--- src/bpc_pkg.sv ---
// ----------------------------------------------------------------------------
// bpc_pkg
// Shared constants, register indexes and status codes for the barometric
// compensation pipeline.
// ----------------------------------------------------------------------------
package bpc_pkg;

    localparam int unsigned DivWidth = 32;

    typedef enum logic [1:0] {
        REG_CAL_A = 2'd0,
        REG_CAL_B = 2'd1,
        REG_CAL_C = 2'd2,
        REG_NONE  = 2'd3
    } t_reg_idx;

    typedef enum logic [1:0] {
        ST_OK      = 2'd0,
        ST_DIVZERO = 2'd1,
        ST_CLAMP   = 2'd2,
        ST_RSVD    = 2'd3
    } t_status;

    localparam logic [31:0] C4000  = 32'd4000;
    localparam logic [31:0] C32768 = 32'd32768;
    localparam logic [31:0] C50000 = 32'd50000;
    localparam logic [31:0] C3038  = 32'd3038;
    localparam logic [31:0] CM7357 = 32'hFFFF_E343;
    localparam logic [31:0] C3791  = 32'd3791;

    // per-stage divider step: one quotient bit
    typedef struct packed {
        logic [31:0] rem;
        logic [31:0] quo;
    } t_div_state;

    function automatic t_div_state div_step(t_div_state s, logic [31:0] d);
        logic [32:0] trial;
        t_div_state  r;
        trial = {s.rem, s.quo[31]} - {1'b0, d};
        if (!trial[32]) begin
            r.rem = trial[31:0];
            r.quo = {s.quo[30:0], 1'b1};
        end else begin
            r.rem = {s.rem[30:0], s.quo[31]};
            r.quo = {s.quo[30:0], 1'b0};
        end
        return r;
    endfunction

endpackage

--- src/bpc_udiv_pipe.sv ---
// ----------------------------------------------------------------------------
// bpc_udiv_pipe
// Pipelined 32-bit unsigned restoring divider, one quotient bit per stage,
// with a side-band word of Side bits carried alongside. Stalls as a whole.
// ----------------------------------------------------------------------------
module bpc_udiv_pipe
    import bpc_pkg::*;
#(
    parameter int unsigned Side = 8
) (
    input  logic            i_clk,
    input  logic            i_rst_n,
    input  logic            i_en,
    input  logic            i_valid,
    input  logic [31:0]     i_num,
    input  logic [31:0]     i_den,
    input  logic [Side-1:0] i_side,
    output logic            o_valid,
    output logic [31:0]     o_quo,
    output logic [Side-1:0] o_side
);

    logic [DivWidth-1:0]           r_vld;
    t_div_state [DivWidth-1:0]     r_st;
    logic [DivWidth-1:0][31:0]     r_den;
    logic [DivWidth-1:0][Side-1:0] r_side;

    always_ff @(posedge i_clk) begin
        if (!i_rst_n) begin
            r_vld <= '0;
        end else if (i_en) begin
            r_vld <= {r_vld[DivWidth-2:0], i_valid};
        end
    end

    always_ff @(posedge i_clk) begin
        if (i_en) begin
            r_st[0]   <= div_step('{rem: 32'd0, quo: i_num}, i_den);
            r_den[0]  <= i_den;
            r_side[0] <= i_side;
            for (int k = 1; k < DivWidth; k++) begin
                r_st[k]   <= div_step(r_st[k-1], r_den[k-1]);
                r_den[k]  <= r_den[k-1];
                r_side[k] <= r_side[k-1];
            end
        end
    end

    assign o_valid = r_vld[DivWidth-1];
    assign o_quo   = r_st[DivWidth-1].quo;
    assign o_side  = r_side[DivWidth-1];

endmodule

--- config.mk ---
export PLATFORM = sky130hd
export DESIGN_NAME = bpc_udiv_pipe
export DESIGN_NICKNAME = d
export VERILOG_FILES = /design/src/bpc_pkg.sv /design/src/bpc_udiv_pipe.sv
export SDC_FILE = /design/constraint.sdc
export NUM_CORES = 2
export LEC_CHECK = 0
export BUFFER_PORTS_ARGS = -buffer_cell sky130_fd_sc_hd__buf_2
export CELL_PAD_IN_SITES_DETAIL_PLACEMENT = 1
export CELL_PAD_IN_SITES_GLOBAL_PLACEMENT = 1
export CORE_MARGIN = 2
export CORE_UTILIZATION = 45
export DETAILED_ROUTE_END_ITERATION = 16
export GPL_ROUTABILITY_DRIVEN = 0
export PLACE_DENSITY = 0.74
export SLEW_MARGIN = 40
export SYNTH_ARGS = -nofsm -noshare
export SYNTH_HDL_FRONTEND = slang
export SYNTH_SLANG_ARGS = --single-unit
--- constraint.sdc ---
create_clock -name i_clk -period 7.3 [get_ports i_clk]
set_input_delay 1.095 -clock i_clk [delete_from_list [all_inputs] [get_ports i_clk]]
set_output_delay 1.095 -clock i_clk [all_outputs]
set_load 0.01 [all_outputs]
==> impl_metrics.json <==
{
  "status": "complete, no violations",
  "synth_area_um2": 162000,
  "path_class": "reg -> reg",
  "critPathRequiredTime_ns": 7.97,
  "fin_setup_tns_ns": 0,
  "layout.nets": 13827,
  "ys_seq_area_share_pct": 60.8,
  "start_util_pct": 45.2,
  "vias": 97854,
  "worstMarginPinSlew_ns": 0.903,
  "stdcell_count": 17807,
  "hold_viol": 0,
  "hp-class": "in -> reg",
  "dpl.hpwl_um": 262000,
  "setup_viol": 0,
  "chipHeight_um": 604,
  "grt_max_degree": 160,
  "drt_pass1_iterations": 5,
  "dp.cells": 17134,
  "grt.total_usage_pct": 19.4,
  "drv_slew": 0,
  "relSlewSlack_pct": 39.7,
  "avgSynthCellArea_um2": 13.0,
  "cp_cell_sequence": "ha_1 -> fa_1 -> nand2b_1 -> a21boi_0 -> o21ai_0 -> a2111oi_1 -> o21a_1 -> o211ai_1 -> a32o_1 -> o21ai_0 -> a21oi_1 -> xnor2_4 -> buf_8 -> mux2_2",
  "crit_top_cell": "o21ai_0",
  "synth_top_area_share_pct": 60.4,
  "syn_inst": 12454,
  "max-vdd-ir-drop_v": 0.000472,
  "synth_commonest_cells": "edfxtp_1, inv_1, ha_1, a21oi_1, o21ai_0",
  "synth_flop_cell": "edfxtp_1",
  "port_buffers": 116,
  "rows": 220,
  "drc": 0,
  "post_cts_buffers": 0,
  "core_um2": 359000,
  "fin_hold_ws_ns": 0.309,
  "clk_latency_ns": 0.97,
  "area_growth_pct": 11.1,
  "grt_antenna_before_repair": 14,
  "cp_data_arrival_time_ns": 5.62,
  "vias_per_cell": 5.50,
  "synth.ff_latch_count": 3296,
  "die_x_um": 604,
  "cp_max_fo": 17,
  "grt-ovfl-total": 0,
  "total_power_w": 0.0843,
  "path_clk_slew_ns": 0.06,
  "synth.most_common_cell": "edfxtp_1",
  "wl_um": 361000,
  "start_kind": "register",
  "min_period_over_period_pct": 67.8,
  "yosysWarnings": 0,
  "first_iter_violations": 5592,
  "cts-buffers-inserted": 362,
  "clockBufferDepth": 4,
  "synth-edff-count": 3264,
  "h-tree-depth": 5,
  "cts_tree": "done",
  "hold_buffers": 0,
  "power_density_nw_per_um2": 467,
  "cts_sinks": 3296,
  "slowest_stage": "a2111oi_1",
  "grt_pass1_wl_um": 576000,
  "synthTopCellsByArea": "edfxtp_1, ha_1, mux2_2, inv_1, a21oi_1",
  "routedWlPerCell_um": 20.3,
  "min_period_ns": 4.95,
  "cts-resized-gates": 0,
  "layout-drive-gt1-share_pct": 11.2,
  "ys_async_sr_fraction_pct": 0,
  "p_leak_nw": 71.5,
  "max_freq_mhz": 202,
  "pin_count": 117,
  "die_area_um2": 365000,
  "post-synth-top-area-cell": "edfxtp_1",
  "grt_pass1_vias": 105360,
  "cp-end-kind": "register",
  "synth.distinct_cells": 99,
  "drtAntennaViolNets": 0,
  "dp_slack_ns": 2.32,
  "clock_skew_ns": 0.0728,
  "max_stage_delay_ns": 0.76,
  "maxCapViolCount": 0,
  "rsz0062_at_grt": "false",
  "root_buffer": "clkbuf_16",
  "fin_ws_ns": 2.35
}
-- placed cells by master (no fill, tap or decap), drive strengths merged, types with 32 or more instances in the layout --
cell type  synthesis  final
nand2            655    655
nor2b            170    170
nor2             513    513
a21boi            50     50
o21a             135    135
inv             1243   1257
or3               52     52
o211ai            55     55
nand4             93     93
clkinv             0    163
a31oi             91     91
a21o             445    445
and3              75     75
xnor2            501    501
mux2i             97     97
o21bai            76     76
nand2b           118    118
dfxtp             32     32
and2              57     57
o31ai             68     68
o21ai            692    692
edfxtp          3264   3264
a21oi            879    879
clkbuf           174    432
a211oi            59     59
ha               993    993
mux2             642    642
nand3            183    183
xor2             315    315
nor3             107    107
buf              136    206
-- worst max-delay path, delay by kind of cell, from the launching register on --
kind	cells	cell delay (ns)
muxes	1	0.36
AOI/OAI and AO/OA	8	2.30
buffers and inverters	1	0.26
and+or+nand+nor	1	0.16
xor gates and xnor gates	1	0.52
adders and majority gates	2	0.65
DFF	1	0.41
-- routing by layer --
layer  GRT usage [%]  vias up  wire length, µm
met3            2.26      807            10400
li1                -    46569                -
met4            8.08        2            15900
met5               0        -               13
met1            22.6    48825           147000
met2            36.2     1651           188000
-- cell type report --
cell class / instances / area [µm²]
tap: 4773 / 5970
antenna: 11 / 27.5
multi-input combinational: 7619 / 57700
inverter: 1243 / 4670
sequential: 3296 / 98700
clock inverter: 227 / 2190
timing repair buffer: 206 / 1730
clock buffer: 432 / 9360
fill: 36216 / 179000
-- cell families after synthesis --
family | Yosys count | share of synthesized area, %
adder cells (fa/ha/maj) | 1023 | 8.03
AO/OA/AOI/OAI | 2875 | 11.3
AND/OR/NAND/NOR | 2151 | 6.36
XOR/XNOR | 816 | 4.45
multiplexers | 739 | 5.24
buffers and inverters | 1553 | 3.85
flip-flops | 3296 | 60.8
other | 1 | 0.00231
-- stage by stage --
step           instance area, µm²  util (%)
6_report                   180000      50.2
2_1_floorplan              162000         -
4_1_cts                    180000      50.2
5_1_grt                    180000      50.2
3_3_place_gp               168000      46.9
3_5_place_dp               169000      47.0
-- worst paths after layout --
path                   startpoint                    to  slack, ns  cells after the start
min reg2reg  r_side[44]$_DFFE_PP_  r_side[52]$_DFFE_PP_       0.40                      0
min                     i_num[27]    r_st[28]$_DFFE_PP_       0.31                      1
max reg2reg  r_den[448]$_DFFE_PP_   r_st[996]$_DFFE_PP_       2.35                     14
max          r_den[448]$_DFFE_PP_   r_st[996]$_DFFE_PP_       2.35                     14
-- power breakdown --
part	switching (W)	total, W	internal, W
sequential	0.00269	0.0298	0.0272
combinational	0.0201	0.0366	0.0165
clock	0.00761	0.0178	0.0102
-- sequential cells by signal, indices dropped and copies added (netlist names) --
name and flops:
r_vld 32, o_quo 32, r_side 248, r_st 1984, r_den 992, o_side 8
(Power assumes the default switching activity.)
